[config.mk]
export PLATFORM = sky130hd
export DESIGN_NAME = process_table_round_robin_scheduler
export DESIGN_NICKNAME = d
export VERILOG_FILES = /design/src/pts_pkg.sv /design/src/process_table_round_robin_scheduler.sv /design/src/pts_ctrl.sv /design/src/pts_dp.sv
export SDC_FILE = /design/constraint.sdc
export NUM_CORES = 2
export LEC_CHECK = 0
export BUFFER_PORTS_ARGS = -buffer_cell sky130_fd_sc_hd__buf_2
export CAP_MARGIN = 10
export CORE_MARGIN = 2
export CORE_UTILIZATION = 45
export DETAILED_ROUTE_END_ITERATION = 6
export PLACE_DENSITY = 0.69
export SETUP_SLACK_MARGIN = 0.5
export SLEW_MARGIN = 20
export SYNTH_ARGS = -nofsm -noshare
export SYNTH_HDL_FRONTEND = slang
export SYNTH_SLANG_ARGS = --single-unit
[constraint.sdc]
create_clock -name clk -period 14.43 [get_ports clk]
set_clock_uncertainty 0.2 [all_clocks]
set_input_delay 2.886 -clock clk [delete_from_list [all_inputs] [get_ports clk]]
set_output_delay 2.886 -clock clk [all_outputs]
set_load 0.02 [all_outputs]
[src/pts_pkg.sv]
// Shared types and constants for the process table scheduler.
// Used by the controller, the datapath and the top level.
`default_nettype none

package pts_pkg;

  // Default number of task slots.
  localparam int SLOT_COUNT_DEF = 16;

  // Request codes.
  typedef enum logic [2:0] {
    REQ_SPAWN    = 3'd0,
    REQ_WAIT     = 3'd1,
    REQ_KILL     = 3'd2,
    REQ_EXIT     = 3'd3,
    REQ_WAKE     = 3'd4,
    REQ_DISPATCH = 3'd5,
    REQ_REPORT   = 3'd6
  } req_t;

  // Slot states.
  typedef enum logic [2:0] {
    SLOT_UNUSED  = 3'd0,
    SLOT_READY   = 3'd1,
    SLOT_RUNNING = 3'd2,
    SLOT_BLOCKED = 3'd3,
    SLOT_ZOMBIE  = 3'd4
  } slot_state_t;

  // Block reasons.
  typedef enum logic [1:0] {
    RSN_NONE = 2'd0,
    RSN_IPC  = 2'd1,
    RSN_WAIT = 2'd2
  } reason_t;

  // Result status codes.
  typedef enum logic [1:0] {
    ST_OK         = 2'd0,
    ST_PENDING    = 2'd1,
    ST_ERROR      = 2'd2,
    ST_NONE_READY = 2'd3
  } status_t;

  // Run outcome codes.
  typedef enum logic [1:0] {
    RUN_EXITED  = 2'd0,
    RUN_BLOCKED = 2'd1,
    RUN_YIELDED = 2'd2,
    RUN_OTHER   = 2'd3
  } outcome_t;

  // Sequencer states.
  typedef enum logic [1:0] {
    FSM_IDLE  = 2'd0,
    FSM_MATCH = 2'd1,
    FSM_PICK  = 2'd2,
    FSM_EXEC  = 2'd3
  } fsm_t;

  // Commands from the controller to the datapath.
  typedef struct packed {
    logic load;
    logic match;
    logic pick;
    logic exec;
  } cmd_t;

  // Status from the datapath to the controller.
  typedef struct packed {
    logic out_busy;
  } sts_t;

endpackage

`default_nettype wire

[src/process_table_round_robin_scheduler.sv]
// Top level of the round-robin process table scheduler.
// Instantiates pts_ctrl and pts_dp; depends on pts_pkg.
`default_nettype none

// Each request passes through the sequencer steps in order: accept it and
// latch the request, compare every slot against the request keys in
// parallel, run the priority and round-robin pickers, and update the table
// and load the result register. The block takes no new request until the
// last one is through; the result register lets the next request start while the last
// result beat still waits. Of the table, only the slot states are cleared by reset,
// and the block takes requests as soon as reset is released.
module process_table_round_robin_scheduler
  import pts_pkg::*;
#(
  parameter int SLOT_COUNT = SLOT_COUNT_DEF
) (
  input  wire logic        clk,
  input  wire logic        rst,
  input  wire logic        in_valid,
  output logic             in_stall,
  input  wire logic [2:0]  req_type,
  input  wire logic [31:0] parent_id,
  input  wire logic        use_current_parent,
  input  wire logic [31:0] caller_id,
  input  wire logic [31:0] target_id,
  input  wire logic [31:0] space_id,
  input  wire logic signed [31:0] exit_code,
  input  wire logic [1:0]  run_outcome,
  output logic             out_valid,
  input  wire logic        out_stall,
  output logic [1:0]       status,
  output logic [31:0]      result_pid,
  output logic [31:0]      result_space,
  output logic signed [31:0] result_exit,
  output logic [4:0]       woken_count,
  output logic             more_work
);

  cmd_t cmd;
  sts_t sts;

  pts_ctrl u_ctrl (
    .clk      (clk),
    .rst      (rst),
    .in_valid (in_valid),
    .in_stall (in_stall),
    .sts      (sts),
    .cmd      (cmd)
  );

  pts_dp #(
    .SLOT_COUNT (SLOT_COUNT)
  ) u_dp (
    .clk                (clk),
    .rst                (rst),
    .cmd                (cmd),
    .sts                (sts),
    .req_type           (req_type),
    .parent_id          (parent_id),
    .use_current_parent (use_current_parent),
    .caller_id          (caller_id),
    .target_id          (target_id),
    .space_id           (space_id),
    .exit_code          (exit_code),
    .run_outcome        (run_outcome),
    .out_valid          (out_valid),
    .out_stall          (out_stall),
    .status             (status),
    .result_pid         (result_pid),
    .result_space       (result_space),
    .result_exit        (result_exit),
    .woken_count        (woken_count),
    .more_work          (more_work)
  );

`ifndef NO_ASSERTIONS
  // The block works on one request at a time.
  a_one_at_a_time: assert property (@(posedge clk) disable iff (rst)
    (in_valid && !in_stall) |=> in_stall)
    else $error("request accepted while another was in progress");

  // A fresh result beat appears only after an accepted request beat.
  a_result_latency: assert property (@(posedge clk) disable iff (rst)
    $rose(out_valid) |-> $past(in_valid && !in_stall, 4))
    else $error("result beat without a matching request");

  // An error result carries no pid.
  a_error_clean: assert property (@(posedge clk) disable iff (rst)
    (out_valid && (status == ST_ERROR)) |-> (result_pid == 32'd0))
    else $error("error result carries a pid");
`endif

endmodule

`default_nettype wire

[src/pts_ctrl.sv]
// Sequencer of the process table scheduler: load, match, pick, execute.
// Depends on pts_pkg.
`default_nettype none

module pts_ctrl
  import pts_pkg::*;
(
  input  wire logic clk,
  input  wire logic rst,
  input  wire logic in_valid,
  output logic      in_stall,
  input  sts_t      sts,
  output cmd_t      cmd
);

  fsm_t state, state_next;

  // State register.
  always_ff @(posedge clk) begin
    if (rst) begin
      state <= FSM_IDLE;
    end else begin
      state <= state_next;
    end
  end

  // Next state and commands.
  always_comb begin
    state_next = state;
    cmd        = '0;
    in_stall   = 1'b1;
    unique case (state)
      FSM_IDLE: begin
        in_stall = 1'b0;
        if (in_valid) begin
          cmd.load   = 1'b1;
          state_next = FSM_MATCH;
        end
      end
      FSM_MATCH: begin
        cmd.match  = 1'b1;
        state_next = FSM_PICK;
      end
      FSM_PICK: begin
        cmd.pick   = 1'b1;
        state_next = FSM_EXEC;
      end
      FSM_EXEC: begin
        // Wait here until the output register can take the result.
        if (!sts.out_busy) begin
          cmd.exec   = 1'b1;
          state_next = FSM_IDLE;
        end
      end
      default: state_next = FSM_IDLE;
    endcase
  end

endmodule

`default_nettype wire

[src/pts_dp.sv]
// Datapath of the process table scheduler: slot table, compare vectors,
// priority pickers, update logic and the result register. Depends on pts_pkg.
`default_nettype none

module pts_dp
  import pts_pkg::*;
#(
  parameter int SLOT_COUNT = SLOT_COUNT_DEF
) (
  input  wire logic        clk,
  input  wire logic        rst,
  input  cmd_t             cmd,
  output sts_t             sts,
  input  wire logic [2:0]  req_type,
  input  wire logic [31:0] parent_id,
  input  wire logic        use_current_parent,
  input  wire logic [31:0] caller_id,
  input  wire logic [31:0] target_id,
  input  wire logic [31:0] space_id,
  input  wire logic signed [31:0] exit_code,
  input  wire logic [1:0]  run_outcome,
  output logic             out_valid,
  input  wire logic        out_stall,
  output logic [1:0]       status,
  output logic [31:0]      result_pid,
  output logic [31:0]      result_space,
  output logic signed [31:0] result_exit,
  output logic [4:0]       woken_count,
  output logic             more_work
);

  localparam int IW = (SLOT_COUNT > 1) ? $clog2(SLOT_COUNT) : 1;
  localparam int CW = $clog2(SLOT_COUNT + 1);
  localparam logic [IW-1:0] LAST = IW'(SLOT_COUNT - 1);

  // Slot table.
  slot_state_t       tbl_state [SLOT_COUNT];
  reason_t           tbl_reason[SLOT_COUNT];
  logic [31:0]       tbl_pid   [SLOT_COUNT];
  logic [31:0]       tbl_parent[SLOT_COUNT];
  logic [31:0]       tbl_space [SLOT_COUNT];
  logic [31:0]       tbl_wait  [SLOT_COUNT];
  logic signed [31:0] tbl_exit [SLOT_COUNT];

  slot_state_t       state_next [SLOT_COUNT];
  reason_t           reason_next[SLOT_COUNT];
  logic [31:0]       pid_next   [SLOT_COUNT];
  logic [31:0]       parent_next[SLOT_COUNT];
  logic [31:0]       space_next [SLOT_COUNT];
  logic [31:0]       wait_next  [SLOT_COUNT];
  logic signed [31:0] exit_next [SLOT_COUNT];

  // Scheduler registers.
  logic [31:0]   next_pid;
  logic [IW-1:0] rr_index;
  logic [31:0]   running_pid;
  logic [IW-1:0] running_slot;

  // Latched request.
  req_t        q_req;
  logic [31:0] q_parent;
  logic        q_use_cur;
  logic [31:0] q_caller;
  logic [31:0] q_target;
  logic [31:0] q_space;
  logic signed [31:0] q_code;
  outcome_t    q_outcome;

  // Compare vectors.
  logic [SLOT_COUNT-1:0] m_free, m_caller, m_target, m_ready, m_wake, m_waiter;

  // Picked indices.
  logic [IW-1:0] p_cidx, p_tidx, p_fidx, p_ridx;
  logic          p_cfound, p_tfound, p_ffound, p_rfound;
  logic [CW-1:0] p_woken;

  // Request register.
  always_ff @(posedge clk) begin
    if (cmd.load) begin
      q_req     <= req_t'(req_type);
      q_parent  <= parent_id;
      q_use_cur <= use_current_parent;
      q_caller  <= caller_id;
      q_target  <= target_id;
      q_space   <= space_id;
      q_code    <= exit_code;
      q_outcome <= outcome_t'(run_outcome);
    end
  end

  // Parallel compare of every slot against the request keys.
  logic [31:0] zkey;
  assign zkey = (q_req == REQ_REPORT) ? tbl_pid[running_slot] : q_target;

  always_ff @(posedge clk) begin
    if (cmd.match) begin
      for (int i = 0; i < SLOT_COUNT; i++) begin
        m_free[i]   <= (tbl_state[i] == SLOT_UNUSED);
        m_caller[i] <= (tbl_state[i] != SLOT_UNUSED) && (q_caller != 32'd0) &&
                       (tbl_pid[i] == q_caller);
        m_target[i] <= (tbl_state[i] != SLOT_UNUSED) && (q_target != 32'd0) &&
                       (tbl_pid[i] == q_target);
        m_ready[i]  <= (tbl_state[i] == SLOT_READY);
        m_wake[i]   <= (q_space != 32'd0) && (tbl_space[i] == q_space) &&
                       (tbl_state[i] == SLOT_BLOCKED) && (tbl_reason[i] == RSN_IPC);
        m_waiter[i] <= (zkey != 32'd0) && (tbl_state[i] == SLOT_BLOCKED) &&
                       (tbl_reason[i] == RSN_WAIT) && (tbl_wait[i] == zkey);
      end
    end
  end

  // Lowest-index pickers, round-robin pick and wake count.
  logic [IW-1:0] c_idx, t_idx, f_idx, r_idx;
  logic          r_found;
  logic [CW-1:0] w_cnt;

  always_comb begin
    logic [SLOT_COUNT-1:0] hi;
    logic [IW-1:0]         lo_idx, hi_idx;
    c_idx  = '0;
    t_idx  = '0;
    f_idx  = '0;
    lo_idx = '0;
    hi_idx = '0;
    w_cnt  = '0;
    for (int i = 0; i < SLOT_COUNT; i++) begin
      hi[i] = m_ready[i] && (IW'(i) >= rr_index);
    end
    for (int i = SLOT_COUNT - 1; i >= 0; i--) begin
      if (m_caller[i]) c_idx = IW'(i);
      if (m_target[i]) t_idx = IW'(i);
      if (m_free[i])   f_idx = IW'(i);
      if (m_ready[i])  lo_idx = IW'(i);
      if (hi[i])       hi_idx = IW'(i);
    end
    for (int i = 0; i < SLOT_COUNT; i++) begin
      w_cnt = w_cnt + CW'(m_wake[i]);
    end
    r_idx   = (|hi) ? hi_idx : lo_idx;
    r_found = |m_ready;
  end

  always_ff @(posedge clk) begin
    if (cmd.pick) begin
      p_cidx   <= c_idx;
      p_tidx   <= t_idx;
      p_fidx   <= f_idx;
      p_ridx   <= r_idx;
      p_cfound <= |m_caller;
      p_tfound <= |m_target;
      p_ffound <= |m_free;
      p_rfound <= r_found;
      p_woken  <= w_cnt;
    end
  end

  // Request checks on the picked slots.
  logic [31:0]  t_par;
  slot_state_t  t_st;
  logic         wait_ok, kill_ok, kill_do, disp_ok, rep_ok, rep_exit;
  logic [IW-1:0] z_slot;
  logic [SLOT_COUNT-1:0] wake_mask;

  assign t_par    = tbl_parent[p_tidx];
  assign t_st     = tbl_state[p_tidx];
  assign wait_ok  = p_cfound && (q_target != 32'd0) && (q_caller != q_target) &&
                    p_tfound && (t_par == q_caller);
  assign kill_ok  = p_tfound && (q_target != running_pid) &&
                    !((running_pid != 32'd0) && (t_par != running_pid));
  assign kill_do  = kill_ok && (t_st != SLOT_ZOMBIE);
  assign disp_ok  = (running_pid == 32'd0);
  assign rep_ok   = (running_pid != 32'd0);
  assign rep_exit = rep_ok && (q_outcome == RUN_EXITED);
  assign z_slot   = (q_req == REQ_REPORT) ? running_slot : p_tidx;

  always_comb begin
    for (int i = 0; i < SLOT_COUNT; i++) begin
      wake_mask[i] = m_waiter[i] && (IW'(i) != z_slot);
    end
  end

  // Next contents of every slot.
  always_comb begin
    for (int i = 0; i < SLOT_COUNT; i++) begin
      state_next[i]  = tbl_state[i];
      reason_next[i] = tbl_reason[i];
      pid_next[i]    = tbl_pid[i];
      parent_next[i] = tbl_parent[i];
      space_next[i]  = tbl_space[i];
      wait_next[i]   = tbl_wait[i];
      exit_next[i]   = tbl_exit[i];
      if (cmd.exec) begin
        unique case (q_req)
          REQ_SPAWN: begin
            if (p_ffound && (IW'(i) == p_fidx)) begin
              state_next[i]  = SLOT_READY;
              reason_next[i] = RSN_NONE;
              pid_next[i]    = next_pid;
              parent_next[i] = q_use_cur ? running_pid : q_parent;
              space_next[i]  = q_space;
              wait_next[i]   = '0;
              exit_next[i]   = '0;
            end
          end
          REQ_WAIT: begin
            if (wait_ok) begin
              if (t_st == SLOT_ZOMBIE) begin
                if (IW'(i) == p_tidx) begin
                  state_next[i]  = SLOT_UNUSED;
                  reason_next[i] = RSN_NONE;
                  pid_next[i]    = '0;
                  parent_next[i] = '0;
                  space_next[i]  = '0;
                  wait_next[i]   = '0;
                  exit_next[i]   = '0;
                end
                if (IW'(i) == p_cidx) begin
                  reason_next[i] = RSN_NONE;
                  wait_next[i]   = '0;
                end
              end else if (IW'(i) == p_cidx) begin
                reason_next[i] = RSN_WAIT;
                wait_next[i]   = q_target;
              end
            end
          end
          REQ_KILL: begin
            if (kill_do) begin
              if (IW'(i) == p_tidx) begin
                exit_next[i]   = q_code;
                reason_next[i] = RSN_NONE;
                wait_next[i]   = '0;
                state_next[i]  = SLOT_ZOMBIE;
              end else if (wake_mask[i]) begin
                reason_next[i] = RSN_NONE;
                wait_next[i]   = '0;
                state_next[i]  = SLOT_READY;
              end
            end
          end
          REQ_WAKE: begin
            if (m_wake[i]) begin
              reason_next[i] = RSN_NONE;
              state_next[i]  = SLOT_READY;
            end
          end
          REQ_DISPATCH: begin
            if (disp_ok && p_rfound && (IW'(i) == p_ridx)) begin
              state_next[i] = SLOT_RUNNING;
            end
          end
          REQ_REPORT: begin
            if (rep_ok && (IW'(i) == running_slot)) begin
              unique case (q_outcome)
                RUN_EXITED: begin
                  reason_next[i] = RSN_NONE;
                  wait_next[i]   = '0;
                  state_next[i]  = SLOT_ZOMBIE;
                end
                RUN_BLOCKED: begin
                  state_next[i] = SLOT_BLOCKED;
                  if (tbl_reason[i] == RSN_NONE) begin
                    reason_next[i] = RSN_IPC;
                  end
                end
                default: begin
                  state_next[i]  = SLOT_READY;
                  reason_next[i] = RSN_NONE;
                  wait_next[i]   = '0;
                end
              endcase
            end else if (rep_exit && wake_mask[i]) begin
              reason_next[i] = RSN_NONE;
              wait_next[i]   = '0;
              state_next[i]  = SLOT_READY;
            end
          end
          default: begin
          end
        endcase
      end
    end
  end

  // Slot state is the only table field that needs a reset: fields of an
  // unused slot are never observed and are all rewritten by a spawn.
  always_ff @(posedge clk) begin
    if (rst) begin
      for (int i = 0; i < SLOT_COUNT; i++) begin
        tbl_state[i] <= SLOT_UNUSED;
      end
    end else begin
      for (int i = 0; i < SLOT_COUNT; i++) begin
        tbl_state[i] <= state_next[i];
      end
    end
  end

  always_ff @(posedge clk) begin
    for (int i = 0; i < SLOT_COUNT; i++) begin
      tbl_reason[i] <= reason_next[i];
      tbl_pid[i]    <= pid_next[i];
      tbl_parent[i] <= parent_next[i];
      tbl_space[i]  <= space_next[i];
      tbl_wait[i]   <= wait_next[i];
      tbl_exit[i]   <= exit_next[i];
    end
  end

  // Result of the request being executed.
  status_t           r_status;
  logic [31:0]       r_pid, r_space;
  logic signed [31:0] r_exit;
  logic [CW-1:0]     r_woken;
  logic              r_more;

  always_comb begin
    r_status = ST_ERROR;
    r_pid    = '0;
    r_space  = '0;
    r_exit   = '0;
    r_woken  = '0;
    r_more   = 1'b0;
    unique case (q_req)
      REQ_SPAWN: begin
        if (p_ffound) begin
          r_status = ST_OK;
          r_pid    = next_pid;
        end
      end
      REQ_WAIT: begin
        if (wait_ok) begin
          if (t_st == SLOT_ZOMBIE) begin
            r_status = ST_OK;
            r_exit   = tbl_exit[p_tidx];
          end else begin
            r_status = ST_PENDING;
          end
        end
      end
      REQ_KILL: begin
        if (kill_ok) r_status = ST_OK;
      end
      REQ_EXIT: begin
        if (p_tfound) begin
          if (t_st == SLOT_ZOMBIE) begin
            r_status = ST_OK;
            r_exit   = tbl_exit[p_tidx];
          end else begin
            r_status = ST_PENDING;
          end
        end
      end
      REQ_WAKE: begin
        r_status = ST_OK;
        r_woken  = p_woken;
      end
      REQ_DISPATCH: begin
        if (disp_ok) begin
          if (p_rfound) begin
            r_status = ST_OK;
            r_pid    = tbl_pid[p_ridx];
            r_space  = tbl_space[p_ridx];
          end else begin
            r_status = ST_NONE_READY;
          end
        end
      end
      REQ_REPORT: begin
        if (rep_ok) begin
          r_status = ST_OK;
          r_more   = (q_outcome != RUN_YIELDED);
        end
      end
      default: begin
      end
    endcase
  end

  // Scheduler registers.
  always_ff @(posedge clk) begin
    if (rst) begin
      next_pid     <= 32'd1;
      rr_index     <= '0;
      running_pid  <= '0;
      running_slot <= '0;
    end else if (cmd.exec) begin
      if ((q_req == REQ_SPAWN) && p_ffound) begin
        next_pid <= next_pid + 32'd1;
      end
      if ((q_req == REQ_DISPATCH) && disp_ok && p_rfound) begin
        running_pid  <= tbl_pid[p_ridx];
        running_slot <= p_ridx;
        rr_index     <= (p_ridx == LAST) ? '0 : p_ridx + IW'(1);
      end
      if ((q_req == REQ_REPORT) && rep_ok) begin
        running_pid <= '0;
      end
    end
  end

  // Output register: one result beat per request.
  always_ff @(posedge clk) begin
    if (rst) begin
      out_valid <= 1'b0;
    end else if (cmd.exec) begin
      out_valid <= 1'b1;
    end else if (!out_stall) begin
      out_valid <= 1'b0;
    end
  end

  always_ff @(posedge clk) begin
    if (cmd.exec) begin
      status       <= r_status;
      result_pid   <= r_pid;
      result_space <= r_space;
      result_exit  <= r_exit;
      woken_count  <= 5'(r_woken);
      more_work    <= r_more;
    end
  end

  assign sts.out_busy = out_valid && out_stall;

endmodule

`default_nettype wire

-- After elaboration in Yosys (flattened, before gate mapping)
Memories as Yosys holds them, arrays and structs flattened. A register that Yosys moved wholly into a read port is not among the register bits.
Cells that the tools add are included.
- add/sub/neg operators: 17
- $mul: 0
- div/mod/pow operators: 0
- magnitude comparators: 16
- equality and inequality tests: 463
- shifts and indexed selects: 0
- muxes and demuxes: 1330
- bitwise operators: 16
- reductions and logical operators: 419
- operators by type and width (operator ; number):
    two-way mux 32 bit ; 600
    one-hot mux 32 bit (2 select lines) ; 50
    == test 32 bit ; 65
    one-hot mux 32 bit (4 select lines) ; 16
    one-hot mux 32 bit (3 select lines) ; 16
    OR reduction 32 bit ; 30
    two-way mux 3 bit ; 220
    two-way mux 2 bit ; 255
    two-way mux 4 bit ; 92
    inequality test 3 bit (second input constant) ; 97
    one-hot mux 3 bit (6 select lines) ; 16
    logical AND 1 bit ; 271
    inequality test 4 bit (second input constant) ; 64
    == test 4 bit (first input constant) ; 40
    inequality test 5 bit (second input constant) ; 32
    one-hot mux 2 bit (5 select lines) ; 16
    nonzero test 32 bit ; 5
    AND reduction 8 bit ; 16
    inequality test 32 bit ; 3
    AND reduction 6 bit ; 16
    == test 3 x 4 -> 1 bit (first input constant) ; 20
    OR reduction 16 bit ; 5
    adder 5 x 1 -> 5 bit ; 14
    == test 3 x 2 -> 1 bit (second input constant) ; 18
    39 further kinds ; 284
- register bits after elaboration: 434
- bits in latches: 0
- memory bits (writable): 2640
- memory bits (read-only): 0
- output and inout port bits: 106
- word-level logic and storage cells: 2311
- memories: 7
- memories (memory ; words ; width ; rd ports ; clocked after memory_dff ; write ports ; RTL line ; text):
    u_dp.tbl_exit ; 16 ; 32 ; 1 ; 0 ; 1 ; pts_dp.sv:43 ; logic signed [31:0] tbl_exit [SLOT_COUNT];
    u_dp.tbl_parent ; 16 ; 32 ; 1 ; 0 ; 1 ; pts_dp.sv:40 ; logic [31:0] tbl_parent[SLOT_COUNT];
    u_dp.tbl_pid ; 16 ; 32 ; 18 ; 2 ; 16 ; pts_dp.sv:39 ; logic [31:0] tbl_pid [SLOT_COUNT];
    u_dp.tbl_space ; 16 ; 32 ; 17 ; 1 ; 16 ; pts_dp.sv:41 ; logic [31:0] tbl_space [SLOT_COUNT];
    u_dp.tbl_wait ; 16 ; 32 ; 16 ; 0 ; 16 ; pts_dp.sv:42 ; logic [31:0] tbl_wait [SLOT_COUNT];
    u_dp.tbl_state ; 16 ; 3 ; 17 ; 0 ; 16 ; pts_dp.sv:37 ; slot_state_t tbl_state [SLOT_COUNT];
    +1 memories ; -- ; -- ; -- ; -- ; -- ; -- ;

-- Logic depth before layout (Yosys ltp)
An unclocked memory read counts as a cell.
- depth in word-level cells: 24
- mapped depth: 18
- mapped depth without buffers: 13

-- By module
Synthesis repeated with hierarchy kept, for this count alone.
- cell total of the unflattened synthesis: 9587
- area total of the unflattened synthesis: 149404.5 sq um
- modules (own cells, without submodules) (module ; instances ; cells each ; area an instance (sq um) ; seq. area each (sq um)):
    pts_dp ; 1 ; 9565 ; 149194.3 ; 92158.4
    pts_ctrl ; 1 ; 22 ; 210.2 ; 40.0

-- Worst setup path after synthesis
Ideal clock, no wire load.
- kind: input to register
- from: input port out_stall
- to: memory u_dp.tbl_pid[7][0] (enable)
- library setup time: 581 ps
- arrival: 11855 ps
- setup slack: 1793 ps
- cell stages on the path: 7
- path buffers: 2
- cells stage by stage: nand2_1 nand2_1 inv_1 clkbuf_1 nand3_1 clkbuf_1 a211oi_1
- RTL lines (element ; RTL line ; text):
    start, declared ; process_table_round_robin_scheduler.sv:30 ; input wire logic out_stall,
    end, declared ; pts_dp.sv:39 ;

-- Worst setup path after layout
- from: register u_dp.p_tidx[0]
- to: memory u_dp.tbl_exit[10][3] (enable)
- longest elaborated chain between the ends: 24
- elaborated cells between the ends (all ways): 168
- classes of those cells: 99 x eq/ne; 30 x mux; 37 x reduce/logical; 2 x memory
- RTL lines (element ; RTL line ; text):
    start, declared ; pts_dp.sv:73 ; logic [IW-1:0] p_cidx, p_tidx, p_fidx, p_ridx;
    start signal, assigned ; pts_dp.sv:146 ; p_tidx <= t_idx;
    memory read (16 x 32 bit) ; -- ;
    inequality test 32 bit ; pts_dp.sv:169 ; !((running_pid != 32'd0) && (t_par != running_pid));
    logical AND 1 bit ; pts_dp.sv:169 ;
    zero test 1 bit ; pts_dp.sv:169 ;
    logical AND 1 bit ; pts_dp.sv:168 ; assign kill_ok = p_tfound && (q_target != running_pid) &&
    logical AND 1 bit ; pts_dp.sv:170 ; assign kill_do = kill_ok && (t_st != SLOT_ZOMBIE);
    inequality test 4 bit (no line) / inequality test 3 bit (equally long branches) ; -- ;
    AND reduction 8 bit (no line) ; -- ;
    OR reduction 32 bit (no line) ; -- ;
    two-way mux 4 bit (no line) / two-way mux 1 bit (equally long branches) (15 in series) ; -- ;
    end, declared ; pts_dp.sv:43 ;
Several ways; a longest one is shown, not always the timed one.

==> flow_summary.yaml <==
status:
  status: "finished, final reports clean"
die:
  start_util_pct: 45.2
  ioPinCount: 276
  die_h_um: 578
  dieWidth_um: 578
  die-area_um2: 334000
  rows: 210
  core_um2: 327000
pwr:
  power_mw: 27.5
  power_density_nw_per_um2: 164
  peakVddDrop_mv: 0.170
  p_leak_nw: 57.2
synth:
  synth_fp_nets: 9683
  async_reset_ff_share_pct: 0
  synth_warnings: 0
  synth_ff_type: "edfxtp_1"
  ys_ff_latch: 3114
  syn_area_um2: 148000
  synth_area_per_cell_um2: 15.6
  postSynthCellCount: 9488
  synth-seq-area-share_pct: 62.2
  ys_types: 93
  synth-edff-count: 2983
clock_network:
  htreeDepth: 5
  cts-resized-gates: 0
  numCtsBuffers: 335
  clock-sinks: 3114
  holdBufCountCts: 0
  clk_latency_ns: 0.98
  clkTransAtPathRegs_ns: 0.06
  cts_tree: "yes"
  post_cts_buffers: 0
  clockBufferDepth: 4
  cts_root_buf: "clkbuf_16"
placed_design:
  place.gp.congestion: 1.06
  place_hpwl_um: 433000
  io_buffers: 275
  dpl-instance-area_um2: 157000
  post-place-ws_ns: 6.52
timing:
  worst_slack_ns: 6.40
  setup-tns-final_ns: 0
  timing.fmax_mhz: 124
  tightestPinTransition_ns: 1.30
  period_share_pct: 55.7
  slew_headroom_pct: 12.6
  rsz0062_at_grt: "false"
  slew_violations: 0
  hold_viol: 0
  period_minus_slack_ns: 8.03
  finalSetupViolations: 0
setup_path:
  cp.required_ns: 14.77
  cp_common_cell: "buf_4"
  end_kind: "register"
  cp.arrival_ns: 8.38
  crit_start: "u_dp.p_tidx[0]"
  worst_r2r_path_depth: 14
  cp_num_buf_inv: 4
  cp-start-kind: "register"
  r2r_end: "u_dp.tbl_exit[10][3]"
  cp_slowest_cell: "nor4_1"
  crit_chain: "buf_12 -> buf_4 -> nor2b_2 -> buf_4 -> a221oi_1 -> o2111ai_1 -> o2bb2ai_1 -> o2111ai_1 -> nor4_1 -> nand3_1 -> a211oi_2 -> o311ai_2 -> a21oi_4 -> buf_4"
  crit_path_end: "u_dp.tbl_exit[10][3]"
  cp_top_family: "compound AO/OA/AOI/OAI gates"
  slowest_delay_ns: 0.96
  critical_path_class: "register to register"
  cp.depth: 14
  r2r_start: "u_dp.p_tidx[0]"
  r2r_slack_ns: 6.40
  cp_max_fo: 112
layout:
  final_layout_size_suffix_gt1_share_pct: 20.9
  mostFrequentLayoutCell: "edfxtp_1"
  post-route-util_pct: 51.4
  final_cell_mix: "edfxtp_1 (2983), xor2_1 (1359), xnor2_1 (848), mux4_2 (707), nor4_1 (521)"
  area_growth_syn_to_layout_pct: 13.6
  fin_area_um2: 168000
  nNetsFinal: 10100
  fill_cells: 26900
grt:
  grt_pass1_wl_um: 834000
  antenna_found_initial: 103
  grt_use_total_pct: 37.1
  overflow: 0
  grt_pass1_vias: 94400
  grt_start_max_net_pins: 138
routing:
  vias_per_cell: 6.83
  wire_per_inst_um: 43.0
  drtAntennaViolNets: 0
  wl_um: 628000
  dr.first_iter.drc_count: 17600
  dr.pass1.iters: 7
  routed-via-count: 99800
  remaining_drc_errors: 0
flow_run:
  drv_cap: 0
min_path:
  min_path_type: "register to register"
[state kept, by name (all words and copies together), names as in the netlist, 48 cells and up, named ones only]
signal           cells
u_dp.tbl_exit      512
u_dp.tbl_parent    512
u_dp.tbl_pid       512
u_dp.tbl_space     512
u_dp.tbl_wait      512
u_dp.tbl_state      48
[where the power goes]
part           switching [mW]  internal [mW]  leakage [nW]
combinational            5.27           2.30          22.3
clock                    3.83           5.08          5.44
sequential              0.377           10.7          29.4
[cell usage after synthesis, types with 42 or more instances]
cell,instances,area (um^2)
nor2_1,278,1040
nor2b_1,44,275
and3_1,52,325
a21oi_1,119,596
dfxtp_1,131,2620
nor3_1,108,541
edfxtp_1,2983,89600
nand4_1,180,1130
buf_2,67,335
nand3_1,169,846
xor2_1,1359,11900
mux4_2,707,15900
mux2i_1,239,2390
clkbuf_1,307,1150
o21ai_0,120,601
a22o_1,43,377
and2_1,178,1110
nand2_1,209,785
xnor2_1,848,7430
buf_1,167,627
o22ai_1,42,263
inv_1,60,225
a22oi_1,99,743
nor4_1,537,3360
[worst min path at each step]
stage                                      from                     to  slack (ns)  depth (start not counted)
after floorplan            u_dp.tbl_state[1][2]   u_dp.tbl_state[1][2]        0.27                          2
after global routing           u_dp.next_pid[1]       u_dp.next_pid[1]        0.34                          2
after CTS                      u_dp.next_pid[1]       u_dp.next_pid[1]        0.32                          2
after detailed placement       u_dp.next_pid[1]       u_dp.next_pid[1]        0.31                          2
final                     u_dp.tbl_state[15][1]  u_dp.tbl_state[15][1]        0.32                          2
after global placement         u_dp.next_pid[1]       u_dp.next_pid[1]        0.28                          2
[layer usage]
layer  routed length, um  track usage, %  vias up
li1                    -               -    37700
met1              225000            48.0    51500
met2              264000            52.7     8586
met3               92200            14.4     2042
met4               46100            22.2       44
met5                 318               0        -
[stage by stage]
stage          hold WS, ns  cells
4_1_cts              0.318  14600
3_5_place_dp         0.310  13900
6_report             0.317  14600
2_1_floorplan        0.268   9488
5_1_grt              0.344  14600
3_3_place_gp         0.279  13900
[cell families after synthesis]
group | count (synthesis) | share of synthesized area [%]
compound gates | 594 | 2.69
simple gates | 1926 | 7.27
xor+xnor | 2207 | 13.0
buf+inv | 638 | 1.82
flops | 3114 | 62.2
fa+ha+maj | 25 | 0.262
mux | 984 | 12.7
[area by class of cell]
class                           instances  area [um^2]  share of cell area (%)
Sequential cell                      3114        92200                    54.8
Multi-Input combinational cell       5736        54500                    32.4
Clock buffer                          401         8770                    5.21
Tap cell                             4346         5440                    3.23
Timing Repair Buffer                  690         4630                    2.75
Clock inverter                        213         2380                    1.41
Inverter                               63          241                   0.143
Antenna cell                           49          123                  0.0729
[worst reg2reg max path, delay by kind of cell, from the launching register on]
family,cells,cell delay (ns)
buf+inv,4,2.26
compound gates,7,3.24
simple gates,3,1.48
flops,1,0.38
(Power assumes the default switching activity.)
